[src/skht_ram.sv]
// Generic single-write, single-read memory with registered read data.
`timescale 1ns / 1ps
module skht_ram #(
    parameter int WIDTH = 8,
    parameter int DEPTH = 256
) (
    input  logic                     i_clk,
    input  logic                     i_we,
    input  logic [$clog2(DEPTH)-1:0] i_waddr,
    input  logic [WIDTH-1:0]         i_wdata,
    input  logic [$clog2(DEPTH)-1:0] i_raddr,
    output logic [WIDTH-1:0]         o_rdata
);

    logic [WIDTH-1:0] mem [DEPTH];
    logic [WIDTH-1:0] r_rdata;

    always_ff @(posedge i_clk) begin
        if (i_we) begin
            mem[i_waddr] <= i_wdata;
        end
        r_rdata <= mem[i_raddr];
    end

    assign o_rdata = r_rdata;

endmodule

[config.mk]
export PLATFORM = sky130hd
export DESIGN_NAME = skht_ram
export DESIGN_NICKNAME = d
export VERILOG_FILES = /design/src/skht_ram.sv
export SDC_FILE = /design/constraint.sdc
export NUM_CORES = 2
export LEC_CHECK = 0
export BUFFER_PORTS_ARGS = -buffer_cell sky130_fd_sc_hd__buf_2
export CORE_MARGIN = 2
export CORE_UTILIZATION = 54
export CTS_BUF_LIST = sky130_fd_sc_hd__clkbuf_8
export CTS_CLUSTER_SIZE = 16
export DETAILED_ROUTE_END_ITERATION = 10
export GPL_TIMING_DRIVEN = 1
export PLACE_DENSITY_LB_ADDON = 0.25
export SLEW_MARGIN = 10
export SYNTH_ARGS = -nofsm -noshare
export SYNTH_HDL_FRONTEND = slang
export SYNTH_SLANG_ARGS = --single-unit
[constraint.sdc]
create_clock -name i_clk -period 3.26 [get_ports i_clk]
set_clock_uncertainty 0.1 [all_clocks]
set_input_delay 0.978 -clock i_clk [delete_from_list [all_inputs] [get_ports i_clk]]
set_output_delay 0.978 -clock i_clk [all_outputs]
set_load 0.005 [all_outputs]
* Word level (Yosys, flattened, before mapping)
Memories as Yosys holds them, arrays and structs flattened. A register that Yosys moved wholly into a read port is not among the register bits. Index checks and enable logic that the tools add are counted.
Word-level totals: register bits after elaboration 0, memory bits (writable) 2048, input port bits 26, output and inout bits 8, logic and storage cells 3, memories kept 1
Cells by class: muxes and demuxes 2
Memory list:
- mem | words 256, width 8, read ports 1, clocked after memory_dff 1, write ports 1, RTL line 15 | logic [WIDTH-1:0] mem [DEPTH];
Operators by type and width (count):
- 1-bit 2-to-1 mux | 2

* Logic depth before layout (Yosys ltp)
depth after elaboration 2, depth in mapped cells 11, depth with buffers taken out 6

* Worst setup path after synthesis
No wires, ideal clock.
path type input to register, start input port i_raddr[0], end register r_rdata[2], in the netlist o_rdata[2] (read register of mem), setup time 0.131 ns, arrival 2.785 ns, required time 3.029 ns, slack 0.244 ns, cell stages on the path 9, path buffers 4, cell sequence buf_6 > buf_12 > buf_8 > buf_2 > mux4_2 > a22oi_1 > a21oi_1 > nor4_1 > nor4_2
RTL lines:
- from (decl) | RTL line 11 | input logic [$clog2(DEPTH)-1:0] i_raddr,
- to (decl) | RTL line 16 | logic [WIDTH-1:0] r_rdata;

==> impl_metrics.yaml <==
floorplanning:
  die_h_um: 388
  die_area_um2: 150000
  initial_core_util: 0.545
  core_um2: 146000
  die_width_um: 388
  rows: 140
  io_pins: 34
synth:
  yosysTopAreaCell: "edfxtp_1"
  netlist_top_cells_area: "edfxtp_1 77%, mux4_2 13%, mux2i_1 1.7%"
  syn_area_um2: 79600
  ys_ff_latch: 2056
  synth_edf_count: 2048
  async_flop_share: 0
  yosysMostFrequentCell: "edfxtp_1"
  synth_commonest_cells: "2048 x edfxtp_1, 454 x mux4_2, 282 x nor2_1, 134 x mux2i_1, 133 x a22oi_1"
  yosysUniqueCellTypes: 55
  synth_top_area_share: 0.773
  yosysSeqAreaShare: 0.775
  synthCells: 3733
  syn_area_per_cell_um2: 21.3
  synthFlopType: "edfxtp_1"
  syn_nets: 3759
  yosys_warnings: 0
clocking:
  clock_latency_ns: 1.03
  clkTransAtPathRegs_ns: 0.06
  clock_path_buffers: 4
  cts_tree: "built"
  cts_root_buf: "clkbuf_8"
  cts_buffers: 334
  htreeDepth: 5
  cts.sinks: 2056
  postCtsHoldBufs: 0
min_path:
  min_path_type: "input port to flop"
  hold_depth: 1
  hold_path.startpoint: "i_wdata[5]"
  whs_endpoint: "mem[66][5]"
timing:
  fmaxAchievable_mhz: 312
  rsz0062_at_grt: "no"
  final_max_slew_viol_count: 0
  finalSetupViolCount: 0
  slew_headroom: 0.171
  fin_crit_ns: 3.21
  final-hold-violation-count: 0
  setup_tns_ns: 0
  fin_crit_sh: 0.984
  max_slew.worst_pin.slew_ns: 1.23
critical_path:
  cp.required_ns: 4.00
  critPathSlowestCell: "nor4_1"
  cp-start-kind: "input port"
  r2r-end: "o_rdata[4]"
  ff2ff_setup_slack_ns: 0.51
  path_cells: "buf_8 -> buf_12 -> buf_12 -> buf_4 -> buf_4 -> mux4_2 -> a22oi_1 -> a21oi_1 -> nor4_1 -> nor4_1"
  cp_max_fo: 13
  r2r_start: "mem[162][4]"
  cp_top_family: "simple AND/OR/NAND/NOR gates"
  worst_r2r_path_depth: 7
  cp_num_buf_inv: 5
  crit_type: "input port to flop"
  cp.arrival_ns: 3.95
  cpPeakStageDelay_ns: 1.02
  cp-end-kind: "flop"
global_route:
  grt_pass1_wl_um: 289000
  grtUsageTotal: 0.266
  overflow: 0
  antenna_found_initial: 12
  grt_max_degree: 93
  grt_pass1_vias: 42200
drt:
  drt_iter0_markers: 5548
  drt-wirelength-per-cell_um: 29.5
  drc_errors: 0
  drtAntennaViolNets: 0
  detail_route.vias_per_cell: 6.23
  totalWireLength_um: 198000
  via_count: 41900
  first_pass_iters: 7
run:
  cap_violations: 0
layout:
  fin_nets: 4617
  area_growth_pct: 17.3
  drive_gt1_frac: 0.340
  utilization: 0.640
placed_design:
  gp_congestion: 0.908
  io_buffers: 33
  hpwlAfterDp_um: 129000
power_and_ir_drop:
  p_per_area_nw_per_um2: 570
  power_leakage_nw: 30.9
  ir_worst_vdd_mv: 0.416
run_status:
  outcome: "completed"
[how the worst max path moves through the flow]
stage / startpoint / end / cells past startpoint / slack (ns)
finish: i_raddr[0] / o_rdata[4] / 10 / 0.05
global route: i_raddr[0] / o_rdata[4] / 10 / 0.03
detailed placement: i_raddr[0] / o_rdata[2] / 11 / -1.13
floorplan: i_raddr[0] / o_rdata[2] / 9 / 0.24
CTS: i_raddr[0] / o_rdata[2] / 13 / 0.05
global placement: i_raddr[0] / o_rdata[1] / 12 / -1.36
[logic make-up (layout without fill, tap and decap cells)]
group                  count (synthesis)  in the layout  share of synthesized area
flip-flops                          2056           2056                      0.775
multiplexers                         591            591                      0.146
other                                  0              3                          0
AND/OR/NAND/NOR                      466            466                     0.0263
AO/OA/AOI/OAI                        385            385                     0.0342
buffers and inverters                235           1306                     0.0183
[through the flow]
| stage | cells | power [mW] | setup WS, ns | hold WS, ns | instance area, um^2 |
|---|---|---|---|---|---|
| 5_1_grt | 6723 | 54.8 | 0.0335 | 0.236 | 93300 |
| 3_3_place_gp | 6171 | 32.7 | -1.36 | 0.866 | 87200 |
| 2_1_floorplan | 3733 | 31.1 | 0.244 | 0.670 | 79600 |
| 6_report | 6724 | 53.2 | 0.0508 | 0.273 | 93300 |
| 4_1_cts | 6721 | 53.5 | 0.0480 | 0.204 | 93300 |
| 3_5_place_dp | 6172 | 32.8 | -1.13 | 0.897 | 87200 |
[flip-flops by register name, summed over array words and instances, names as in the netlist]
name / flops
mem: 2048
o_rdata: 8
[what timing repair did]
item | CTS | global route
resized for setup | 1 | 1
setup endpoints to repair | 1 | 1
buffers inserted | 0 | 0
pin swaps | 0 | 0
[worst register-to-register path, cell delays in order (launching register included)]
cell and delay (ns):
edfxtp_1 0.33, mux4_2 0.26, o22a_1 0.19, o21ai_0 0.16, a2111oi_1 0.93, nor3_1 0.24, buf_4 0.24, nor4_1 0.23
[cell type report]
class	count	area (um^2)
Timing Repair Buffer	755	6650
Clock inverter	202	1320
Clock buffer	347	4780
Sequential cell	2056	61700
Antenna cell	3	7.51
Multi-Input combinational cell	1442	16500
Tap cell	1917	2400
Fill cell	9776	52600
Inverter	2	7.51
[power by group]
group | switching (mW) | internal [mW] | leakage, nW
Sequential | 0.0612 | 29.1 | 18.5
Combinational | 1.79 | 1.25 | 8.96
Clock | 9.70 | 11.3 | 3.45
Total | 11.6 | 41.7 | 30.9
[metal layers]
layer	track usage	wire length (um)	up-vias
li1	-	-	17400
met1	0.387	78600	21800
met2	0.408	93100	2327
met3	0.0567	20400	389
met4	0.0866	6000	14
met5	0	121	-
[placed cells by master, fill, tap and decap left out, drive strengths merged, types with 2 or more instances in the layout]
cell	instances
clkinv	91
or2	4
bufinv	19
nand2b	8
nor2	282
o32ai	5
a211oi	16
a21oi	96
edfxtp	2048
o22a	5
nor2b	31
o221ai	47
a31oi	2
nand2	33
o21ai	12
o211ai	10
buf	752
nand4	10
and3b	2
nor3	22
clkinvlp	4
inv	90
and2	6
mux4	456
nand3	34
mux2i	134
a22oi	133
a311oi	2
a2111oi	5
nor4	27
nand3b	2
a221oi	14
dfxtp	8
clkbuf	350
o22ai	28
a22o	8
diode	3
No activity file was read; power rests on OpenSTA's default activity.
