`config.mk`:
```
export PLATFORM = sky130hd
export DESIGN_NAME = skht_hash
export DESIGN_NICKNAME = d
export VERILOG_FILES = /design/src/skht_pkg.sv /design/src/skht_hash.sv
export SDC_FILE = /design/constraint.sdc
export NUM_CORES = 1
export LEC_CHECK = 0
export BUFFER_PORTS_ARGS = -buffer_cell sky130_fd_sc_hd__buf_2
export CORE_UTILIZATION = 50
export DETAILED_ROUTE_END_ITERATION = 8
export PLACE_DENSITY_LB_ADDON = 0.12
export SYNTH_ARGS = -nofsm -noshare
export SYNTH_HDL_FRONTEND = slang
export SYNTH_SLANG_ARGS = --single-unit
```
`constraint.sdc`:
```
create_clock -name i_clk -period 23.9 [get_ports i_clk]
set_input_delay 1.195 -clock i_clk [delete_from_list [all_inputs] [get_ports i_clk]]
set_output_delay 1.195 -clock i_clk [all_outputs]
set_load 0.02 [all_outputs]
```
`src/skht_pkg.sv`:
```
// Shared types and constants of the string-key hash table.
`timescale 1ns / 1ps
package skht_pkg;

    localparam int KEY_BYTES     = 8;
    localparam int KEY_BITS      = 8 * KEY_BYTES;
    localparam int VALUE_BITS    = 32;
    localparam int SLOT_COUNT_W  = 9;
    localparam int SLOT_OUT_W    = 8;
    localparam int HASH_W        = 64;
    localparam int BYTE_CNT_W    = (KEY_BYTES > 1) ? $clog2(KEY_BYTES) : 1;
    localparam int MOD_STEP      = 8;
    localparam int MOD_CYCLES    = HASH_W / MOD_STEP;
    localparam int MOD_CNT_W     = $clog2(MOD_CYCLES);

    localparam logic [HASH_W-1:0]       HASH_SEED        = 64'd2;
    localparam logic [SLOT_COUNT_W-1:0] SLOT_COUNT_RESET = 9'd256;

    localparam logic KIND_PUT = 1'b0;
    localparam logic KIND_GET = 1'b1;

    typedef enum logic [2:0] {
        STAT_INSERTED  = 3'd0,
        STAT_UPDATED   = 3'd1,
        STAT_FOUND     = 3'd2,
        STAT_NOT_FOUND = 3'd3,
        STAT_FULL      = 3'd4
    } t_status;

    typedef enum logic [2:0] {
        S_CLEAR,
        S_IDLE,
        S_HASH,
        S_READ,
        S_CHECK,
        S_EMIT
    } t_state;

    typedef enum logic [1:0] {
        H_IDLE,
        H_HASH,
        H_MOD
    } t_hstate;

endpackage

```
`src/skht_hash.sv`:
```
// Key normalization, byte-serial hash and multi-cycle modulo to the home slot.
`timescale 1ns / 1ps
module skht_hash #(
    parameter int ADDR_W = 8
) (
    input  logic                         i_clk,
    input  logic                         i_rst_n,
    input  logic                         i_start,
    input  logic [skht_pkg::KEY_BITS-1:0] i_key,
    input  logic [ADDR_W:0]              i_n,
    output logic                         o_done,
    output logic [skht_pkg::KEY_BITS-1:0] o_key,
    output logic [ADDR_W-1:0]            o_home
);

    skht_pkg::t_hstate r_state;
    skht_pkg::t_hstate n_state;

    logic [skht_pkg::KEY_BITS-1:0]   r_key;
    logic [skht_pkg::KEY_BITS-1:0]   r_shift;
    logic [skht_pkg::HASH_W-1:0]     r_hash;
    logic [skht_pkg::BYTE_CNT_W-1:0] r_cnt;
    logic [skht_pkg::MOD_CNT_W-1:0]  r_mcnt;
    logic [ADDR_W-1:0]               r_rem;

    logic                            w_live;
    logic [skht_pkg::KEY_BITS-1:0]   w_norm;
    logic [7:0]                      w_byte;
    logic [10:0]                     w_byte5;
    logic [skht_pkg::HASH_W-1:0]     w_h3;
    logic [skht_pkg::HASH_W-1:0]     w_hnext;
    logic                            w_hash_end;
    logic                            w_mod_end;
    logic [ADDR_W:0]                 w_t;
    logic [ADDR_W-1:0]               w_rem;

    // Drop every byte from the first zero byte on.
    always_comb begin
        w_live = 1'b1;
        w_norm = '0;
        for (int b = 0; b < skht_pkg::KEY_BYTES; b++) begin
            if (i_key[8*b +: 8] == 8'd0) begin
                w_live = 1'b0;
            end
            if (w_live) begin
                w_norm[8*b +: 8] = i_key[8*b +: 8];
            end
        end
    end

    // hash*3 xor byte*5, written as shift-adds
    assign w_byte     = r_shift[7:0];
    assign w_byte5    = {1'b0, w_byte, 2'b00} + {3'b000, w_byte};
    assign w_h3       = r_hash + {r_hash[skht_pkg::HASH_W-2:0], 1'b0};
    assign w_hnext    = w_h3 ^ {{(skht_pkg::HASH_W-11){1'b0}}, w_byte5};
    assign w_hash_end = (w_byte == 8'd0)
                     || (r_cnt == skht_pkg::BYTE_CNT_W'(skht_pkg::KEY_BYTES - 1));
    assign w_mod_end  = (r_mcnt == skht_pkg::MOD_CNT_W'(skht_pkg::MOD_CYCLES - 1));

    // Restoring remainder, one byte of the hash per cycle, MSB first.
    always_comb begin
        w_rem = r_rem;
        w_t   = '0;
        for (int k = 0; k < skht_pkg::MOD_STEP; k++) begin
            w_t = {w_rem, r_hash[skht_pkg::HASH_W-1-k]};
            if (w_t >= i_n) begin
                w_t = w_t - i_n;
            end
            w_rem = w_t[ADDR_W-1:0];
        end
    end

    always_comb begin
        n_state = r_state;
        case (r_state)
            skht_pkg::H_IDLE: begin
                if (i_start) begin
                    n_state = skht_pkg::H_HASH;
                end
            end
            skht_pkg::H_HASH: begin
                if (w_hash_end) begin
                    n_state = skht_pkg::H_MOD;
                end
            end
            skht_pkg::H_MOD: begin
                if (w_mod_end) begin
                    n_state = skht_pkg::H_IDLE;
                end
            end
            default: begin
                n_state = skht_pkg::H_IDLE;
            end
        endcase
    end

    always_comb begin
        o_done = (r_state == skht_pkg::H_MOD) && w_mod_end;
        o_key  = r_key;
        o_home = w_rem;
    end

    always_ff @(posedge i_clk) begin
        if (!i_rst_n) begin
            r_state <= skht_pkg::H_IDLE;
        end else begin
            r_state <= n_state;
        end
    end

    always_ff @(posedge i_clk) begin
        case (r_state)
            skht_pkg::H_IDLE: begin
                if (i_start) begin
                    r_key   <= w_norm;
                    r_shift <= w_norm;
                    r_hash  <= skht_pkg::HASH_SEED;
                    r_cnt   <= '0;
                    r_mcnt  <= '0;
                    r_rem   <= '0;
                end
            end
            skht_pkg::H_HASH: begin
                if (w_byte != 8'd0) begin
                    r_hash <= w_hnext;
                end
                r_shift <= r_shift >> 8;
                r_cnt   <= r_cnt + 1'b1;
            end
            skht_pkg::H_MOD: begin
                r_rem  <= w_rem;
                r_hash <= r_hash << skht_pkg::MOD_STEP;
                r_mcnt <= r_mcnt + 1'b1;
            end
            default: begin
            end
        endcase
    end

endmodule

```
== Word-level counts from Yosys, hierarchy flattened ==
Cells that the tools add are included.
Operators by class
  add/subtract/negate cells: 12
  magnitude comparators: 8
  equal/unequal tests: 8
  mux-type cells: 38
  bitwise logic cells: 1
  reduce and logical (&&, ||, !) cells: 21
Operator list (number)
  64-bit two-way mux: 3
  64-bit case mux with 3 select lines: 1
  8-bit two-way mux: 17
  64-bit case mux with 2 select lines: 1
  9-bit greater-or-equal comparator: 8
  8-bit zero test: 9
  64-bit adder: 1
  8-bit subtractor: 8
  64-bit by 11-bit XOR with 64-bit output: 1
  8-bit case mux with 2 select lines: 1
  3-bit case mux with 2 select lines: 2
  10-bit by 8-bit adder with 11-bit output: 1
  1-bit two-way mux: 8
  2-bit inequality test (second input constant): 4
  8-bit nonzero test: 1
  3-bit by 1-bit adder with 3-bit output (second input constant): 2
  3-bit == test (second input constant): 2
  2-bit two-way mux: 3
  2-bit case mux with 3 select lines: 1
  2-bit AND reduction: 3
  3-bit AND reduction: 2
  2-bit nonzero test: 2
  3-bit two-way mux: 1
  3-bit nonzero test: 1
  other kinds (5): 5
Storage, ports and cells
  bits in registers: 208
  output and inout bits: 73

== Logic depth before layout (Yosys ltp) ==
Gate-level depths: netlist (run 1).
  depth in word-level cells: 17
  depth in mapped cells: 71

== Worst setup path after synthesis (run 1) ==
No wires, ideal clock.
  path type: input to output
  from: input i_n[1]
  to: output o_home[0]
  arrival time: 14.830 ns
  data required time: 22.705 ns
  setup slack: 7.875 ns
  stages: 62
  cell sequence: inv_1 ha_1 nor2b_4 o31a_4 o311ai_4 nand2_4 mux2_4 ha_1 a2111oi_0 o21ai_1 a21oi_1 nand2_1 o21ai_0 inv_1 ha_1 nor2b_1 o211ai_1 a32oi_1 [... 26 more ...] inv_1 ha_1 nor2b_1 o21ai_0 a21boi_0 o21ai_0 a211oi_1 nor3_1 mux2i_1 ha_1 nor2b_1 o21ai_0 a21boi_0 o21ai_0 a211oi_1 or3_1 clkbuf_1 a21oi_1
Between the ends
  longest elaborated chain between the ends: 16
  elaborated cells on any way between the ends: 23
  classes of those cells: add/sub: 7; order compare: 8; mux: 8
RTL lines
  from (decl): line skht_hash.sv:10  | input logic [ADDR_W:0] i_n,
  8-bit subtractor or 9-bit greater-or-equal comparator (tied branches): line skht_hash.sv:67, skht_hash.sv:66
  8-bit two-way mux: line skht_hash.sv:66  | if (w_t >= i_n) begin
  8-bit subtractor or 9-bit greater-or-equal comparator (tied branches): line skht_hash.sv:67, skht_hash.sv:66
  8-bit two-way mux: line skht_hash.sv:66
  8-bit subtractor or 9-bit greater-or-equal comparator (tied branches): line skht_hash.sv:67, skht_hash.sv:66
  8-bit two-way mux: line skht_hash.sv:66
  8-bit subtractor or 9-bit greater-or-equal comparator (tied branches): line skht_hash.sv:67, skht_hash.sv:66
  8-bit two-way mux: line skht_hash.sv:66
  8-bit subtractor or 9-bit greater-or-equal comparator (tied branches): line skht_hash.sv:67, skht_hash.sv:66
  8-bit two-way mux: line skht_hash.sv:66
  8-bit subtractor or 9-bit greater-or-equal comparator (tied branches): line skht_hash.sv:67, skht_hash.sv:66
  8-bit two-way mux: line skht_hash.sv:66
  8-bit subtractor or 9-bit greater-or-equal comparator (tied branches): line skht_hash.sv:67, skht_hash.sv:66
  8-bit two-way mux: line skht_hash.sv:66
  9-bit greater-or-equal comparator (*): line skht_hash.sv:66
  8-bit two-way mux (*): line skht_hash.sv:66
  to (decl): line skht_hash.sv:13  | output logic [ADDR_W-1:0] o_home
Mark *: on every way between the ends. The rest lies on a longest branch, timed or not.

== Worst setup path after layout (run 1) ==
  from: input i_n[1]
  to: output o_home[1]
Between the ends
  longest elaborated chain between the ends: 16
  elaborated cells on any way between the ends: 24
  classes of those cells: add/sub: 8; order compare: 8; mux: 8
RTL lines (line)
  8-bit subtractor or 9-bit greater-or-equal comparator (tied branches): skht_hash.sv:67, skht_hash.sv:66
  8-bit two-way mux: skht_hash.sv:66
  8-bit subtractor or 9-bit greater-or-equal comparator (tied branches): skht_hash.sv:67, skht_hash.sv:66
  8-bit two-way mux: skht_hash.sv:66
  8-bit subtractor or 9-bit greater-or-equal comparator (tied branches): skht_hash.sv:67, skht_hash.sv:66
  8-bit two-way mux: skht_hash.sv:66
  8-bit subtractor or 9-bit greater-or-equal comparator (tied branches): skht_hash.sv:67, skht_hash.sv:66
  8-bit two-way mux: skht_hash.sv:66
  8-bit subtractor or 9-bit greater-or-equal comparator (tied branches): skht_hash.sv:67, skht_hash.sv:66
  8-bit two-way mux: skht_hash.sv:66
  8-bit subtractor or 9-bit greater-or-equal comparator (tied branches): skht_hash.sv:67, skht_hash.sv:66
  8-bit two-way mux: skht_hash.sv:66
  8-bit subtractor or 9-bit greater-or-equal comparator (tied branches): skht_hash.sv:67, skht_hash.sv:66
  8-bit two-way mux: skht_hash.sv:66
  9-bit greater-or-equal comparator or 8-bit subtractor (tied branches): skht_hash.sv:66, skht_hash.sv:67
  8-bit two-way mux (*): skht_hash.sv:66
Marks and branches as above.

==> flow_summary.ini, run 1 <==
[run_status]
status = finished clean

[route]
drt_iter0_markers = 831
vias = 13010
postRouteAntennaNets = 0
remaining_drc_errors = 0
drtPass1Iterations = 5
wl_per_cell_um = 19.32
avgViaCountPerCell = 6.016
routed_wl_mm = 41.79

[clock_network]
clock-root-buffer = clkbuf_16
cts_tree = yes
clk_latency_ns = 0.54
htree_levels = 1
clockBufferDepth = 3
holdBufCountCts = 0
clkSlewWorstSetupHoldPaths_ns = 0.06
postCtsSetupRepairBufs = 0
cts_inserted_buffers = 24
post_cts_resized = 0
clock-sinks = 208

[global_routing]
grt_max_degree = 68
antenna_found_initial = 0
overflow = 0
grt_pass1_wl_mm = 67.39
grt_pass1_vias = 12660
grt_usage_pct = 25.26

[worst_setup_path]
critical_path_class = input port to primary output
arrival_ns = 17.61
crit_path_start_kind = input port
worst_path_max_delay_cell = o41ai_1
crit_path_max_fanout = 10
slowest_delay_ns = 0.68
crit_required_ns = 22.71
cpMostUsedCell = ha_1
endpoint_kind = primary output

[logic_synthesis]
async_flop_share_pct = 0
synth_enable_flop_cells = 206
yosysUniqueCellTypes = 76
netlist_area_mm2 = 0.01620
ys_warn_count = 0
yosysSeqAreaShare_pct = 38.44
avgSynthCellArea_um2 = 10.02
synthFlopType = edfxtp_1
synth_cells = 1616
ys_ff_latch = 208
postSynthNetCount = 1850

[placement]
io_buffers = 148
place_area_mm2 = 0.01732
hpwl_mm = 30.89
routabilityCongestion = 0.9526

[timing]
setup_viol = 0
drv_slew = 0
hold_viol_final = 0
fin_crit_ns = 18.80
slew_headroom_pct = 40.95
timing.final.crit_share_pct = 78.67
finalSetupTns_ns = 0
finalClockSkew_ns = 0.02887
rsz0062_at_grt = no
tightest_slew_ns = 0.8858
max_freq_mhz = 53.19

[flow_run]
maxCapViolations = 0

[layout]
nets = 1978
ff_latch_area_mm2 = 0.006226
layout_commonest_cell = edfxtp_1
final_cell_mix = 206 x edfxtp_1, 148 x ha_1, 148 x buf_2
syn2layout_area_growth_pct = 11.74
fin_area_mm2 = 0.01810
drive_gt1_share_pct = 16.92
fill_cells = 2787
multi_input_area_mm2 = 0.009513
antennaDiodeCount = 0

[die]
die_w_um = 182.0
die_area_mm2 = 0.03311
dieHeight_um = 182.0
initial_utilization_pct = 51.06
core-area_mm2 = 0.03172
placementRows = 65
io-pin-count = 149

[min_path]
hp-class = flip-flop to flip-flop
==> state kept, by name (all words and copies together), names as in the netlist <==
signal / count
r_hash: 64
r_rem: 8
r_state: 2
r_mcnt: 3
r_shift: 64
r_cnt: 3
o_key: 64
==> per-stage QoR <==
step	utilization (%)	std cells	hold WS [ns]	worst slack [ns]
floorplan	-	1616	0.5232	7.875
global placement	54.61	2120	0.5296	6.002
detailed placement	54.61	2120	0.5332	5.304
CTS	57.05	2163	0.5471	5.261
global route	57.05	2163	0.5643	3.173
finish	57.05	2163	0.5444	5.099
==> worst paths after layout <==
check / end / cells after the start / startpoint / slack, ns
worst min-delay path: r_shift[3]$_DFFE_PP_ / 1 / r_shift[11]$_DFFE_PP_ / 0.54
worst max-delay path: o_home[1] / 63 / i_n[1] / 5.10
worst min register to register: r_shift[3]$_DFFE_PP_ / 1 / r_shift[11]$_DFFE_PP_ / 0.54
worst max register to register: r_rem[5]$_SDFFCE_PN0P_ / 66 / r_hash[63]$_DFFE_PP_ / 7.25
==> cell type report <==
cell class | count | share of cell area (%)
Timing Repair Buffer | 157 | 4.467
Clock inverter | 19 | 0.9680
Inverter | 72 | 1.493
Multi-Input combinational cell | 1281 | 52.57
Clock buffer | 24 | 3.319
Tap cell | 402 | 2.780
Sequential cell | 208 | 34.41
==> logic make-up after synthesis <==
family | Yosys count | synth area share (%)
simple gates | 462 | 15.01
mux | 82 | 5.717
flops | 208 | 38.44
fa+ha+maj | 158 | 12.67
buf+inv | 127 | 3.005
compound gates | 478 | 19.69
xor+xnor | 101 | 5.462
==> Yosys cell counts (all sizes together) (24+ instances only) <==
master | instances | area [um^2]
a21o | 56 | 420.4
xnor2 | 73 | 639.4
o21a | 28 | 210.2
nand3 | 29 | 145.1
nor2b | 45 | 289.0
and3 | 24 | 151.4
clkbuf | 50 | 187.7
edfxtp | 206 | 6186
a21oi | 108 | 544.3
ha | 148 | 1852
o21ai | 104 | 520.5
xor2 | 28 | 245.2
nand2 | 103 | 394.1
inv | 71 | 266.5
nor2 | 80 | 300.3
and2 | 75 | 469.2
mux2 | 75 | 855.8
==> routing by layer <==
metal	vias up	GRT usage, %	share of wire, %
li1	6368	-	-
met1	6232	36.02	47
met2	372	40.58	45
met3	41	4.432	6.4
met4	0	4.370	1.4
met5	-	0	0
==> critical path: cells and delay by family <==
| family | cells | cell delay, ns |
|---|---|---|
| multiplexers | 5 | 1.99 |
| AO/OA/AOI/OAI | 32 | 8.43 |
| buffers and inverters | 7 | 1.02 |
| AND/OR/NAND/NOR | 11 | 2.67 |
| adder cells (fa/ha/maj) | 8 | 2.29 |
Power of run 1 is left out: the tool's default activity adds up to more than one toggle a clock period on the data nets, which glitch-free logic cannot reach.
==> inputs of run 2 (changes only) <==
--- a/config.mk
+++ b/config.mk
@@ -5,6 +5,7 @@
 export SDC_FILE = /design/constraint.sdc
 export NUM_CORES = 1
 export LEC_CHECK = 0
+export ABC_AREA = 1
 export BUFFER_PORTS_ARGS = -buffer_cell sky130_fd_sc_hd__buf_2
 export CORE_UTILIZATION = 50
 export DETAILED_ROUTE_END_ITERATION = 8
==> constraint.sdc (replaced) <==
create_clock -name i_clk -period 15.76 [get_ports i_clk]
set_input_delay 0.788 -clock i_clk [delete_from_list [all_inputs] [get_ports i_clk]]
set_output_delay 0.788 -clock i_clk [all_outputs]
set_load 0.02 [all_outputs]
==> flow_summary.ini, run 2 <==
[run_status]
status = finished clean

[layout]
layout_commonest_cell = nand2_1
final_cell_mix = 548 x nand2_1, 319 x inv_1, 252 x nor2_1
ff_latch_area_mm2 = 0.006226
fill_cells = 3251
syn2layout_area_growth_pct = 11.16
multi_input_area_mm2 = 0.009569
nets = 2657
drive_gt1_share_pct = 11.77

[timing]
finalSetupTns_ns = 0
rsz0062_at_grt = no
finalClockSkew_ns = 0.03837
slew_headroom_pct = 23.46
timing.final.crit_share_pct = 88.82
fin_crit_ns = 14.00
tightest_slew_ns = 1.148
drv_slew = 0
hold_viol_final = 0
max_freq_mhz = 71.44
setup_viol = 0

[logic_synthesis]
ys_ff_latch = 208
synth_xor_area_share_pct = 2.844
yosysTopAreaCellShare_pct = 35.87
async_flop_share_pct = 0
synth_top_family_by_area = simple AND/OR/NAND/NOR gates
synth-simple-area-share_pct = 24.72
synthFlopType = edfxtp_1
yosysUniqueCellTypes = 60
synth.area.mux_share_pct = 0
synth_fa_ha_area_share_pct = 11.90
ys_warn_count = 0
netlist_area_mm2 = 0.01725
synth_cells = 2289
postSynthNetCount = 2523
synth.most_common_cell = nand2_1
yosysSeqAreaShare_pct = 36.10
avgSynthCellArea_um2 = 7.535
synth_largest_area_cell = edfxtp_1
synth_enable_flop_cells = 206
synth_compound_area_share_pct = 15.80
synth_commonest_cells = 548 x nand2_1, 321 x inv_1, 252 x nor2_1
yosys-top-cells-area = edfxtp_1 36%, nand2_1 12%, ha_1 11%

[global_routing]
grt_pass1_wl_mm = 78.04
grt_max_degree = 99
antenna_found_initial = 1
grt_pass1_vias = 14830
overflow = 0
grt_usage_pct = 27.54

[clock_network]
clockBufferDepth = 3
clk_latency_ns = 0.55
htree_levels = 1
clkSlewWorstSetupHoldPaths_ns = 0.06
cts_inserted_buffers = 25
clock-root-buffer = clkbuf_16
post_cts_resized = 0
postCtsSetupRepairBufs = 0
holdBufCountCts = 0
clock-sinks = 208
cts_tree = yes

[worst_setup_path]
crit_required_ns = 14.97
critical_path_class = input port to primary output
crit_path_max_fanout = 12
crit_path_start_kind = input port
worst_path_max_delay_cell = fa_1
arrival_ns = 13.21
slowest_delay_ns = 0.54
cpMostUsedCell = nand2_1
endpoint_kind = primary output

[route]
drtPass1Iterations = 6
wl_per_cell_um = 17.09
routed_wl_mm = 49.37
postRouteAntennaNets = 0
remaining_drc_errors = 0
avgViaCountPerCell = 5.472
vias = 15800
drt_iter0_markers = 1175

[placement]
routabilityCongestion = 0.9708
io_buffers = 148
hpwl_mm = 37.81

[die]
dieHeight_um = 187.7
core-area_mm2 = 0.03370
initial_utilization_pct = 51.18
io-pin-count = 149
die_area_mm2 = 0.03524
die_w_um = 187.7
placementRows = 67

[flow_run]
maxCapViolations = 0

[min_path]
hp-class = input port to flip-flop
run 2: changes by cell type in the layout (fill, tap and decap cells not counted), moves of 20 or more:
cell and change:
nand2_2 +21, nand2_1 +446, xnor2_1 -56, nand3_1 +50, inv_1 +249, mux2_2 -72, a21o_1 -46, a21oi_1 +132
and2_1 -71, and3_1 -20, nor2_1 +172, nor2b_1 -44
run 2: final timing paths:
kind,slack [ns],to,startpoint,depth (start not counted)
min,0.45,o_key[1]$_DFFE_PP_,i_key[1],1
max,1.76,o_home[1],i_n[1],82
min reg2reg,0.52,r_shift[50]$_DFFE_PP_,r_shift[58]$_SDFFCE_PP0P_,2
max reg2reg,3.19,r_rem[1]$_SDFFCE_PN0P_,r_hash[63]$_DFFE_PP_,82
run 2: per-layer routing:
layer	global-route usage [%]	share of wire (%)
met3	4.249	7.3
met5	0	0
met2	44.70	45
met4	6.129	1.8
met1	38.65	46
run 2: kinds of logic (layout without fill, tap and decap cells):
group | Yosys count | in the layout
other cells | 0 | 1
compound gates | 475 | 475
buf+inv | 385 | 535
flops | 208 | 208
xor+xnor | 56 | 56
simple gates | 1007 | 1007
fa+ha+maj | 158 | 158
run 2: stage by stage:
step	instance area, um^2	utilization (%)	worst slack (ns)	instances	hold slack, ns
final	19170	56.89	1.762	2888	0.4476
after floorplan	17250	-	4.098	2289	0.4938
after CTS	19170	56.89	1.758	2887	0.4183
after detailed placement	18430	54.67	1.782	2844	0.5002
after global routing	19170	56.89	0.3554	2887	0.4361
after global placement	18430	54.67	2.127	2844	0.4996
run 2: area by class of cell:
| cell class | instances | share of cell area, % |
|---|---|---|
| Inverter | 337 | 6.656 |
| Timing Repair Buffer | 155 | 4.137 |
| Clock inverter | 10 | 0.4699 |
| Tap cell | 448 | 2.924 |
| Multi-Input combinational cell | 1696 | 49.91 |
| Clock buffer | 33 | 3.419 |
| Antenna cell | 1 | 0.01305 |
| Sequential cell | 208 | 32.47 |
run 2: worst max-delay path: cells and delay by family:
family,cells,cell delay (ns)
AND/OR/NAND/NOR,41,4.85
adder cells (fa/ha/maj),8,2.83
buffers and inverters,18,2.40
AO/OA/AOI/OAI,14,2.14
XOR/XNOR,1,0.15
Power of run 2 is left out for the same reason.
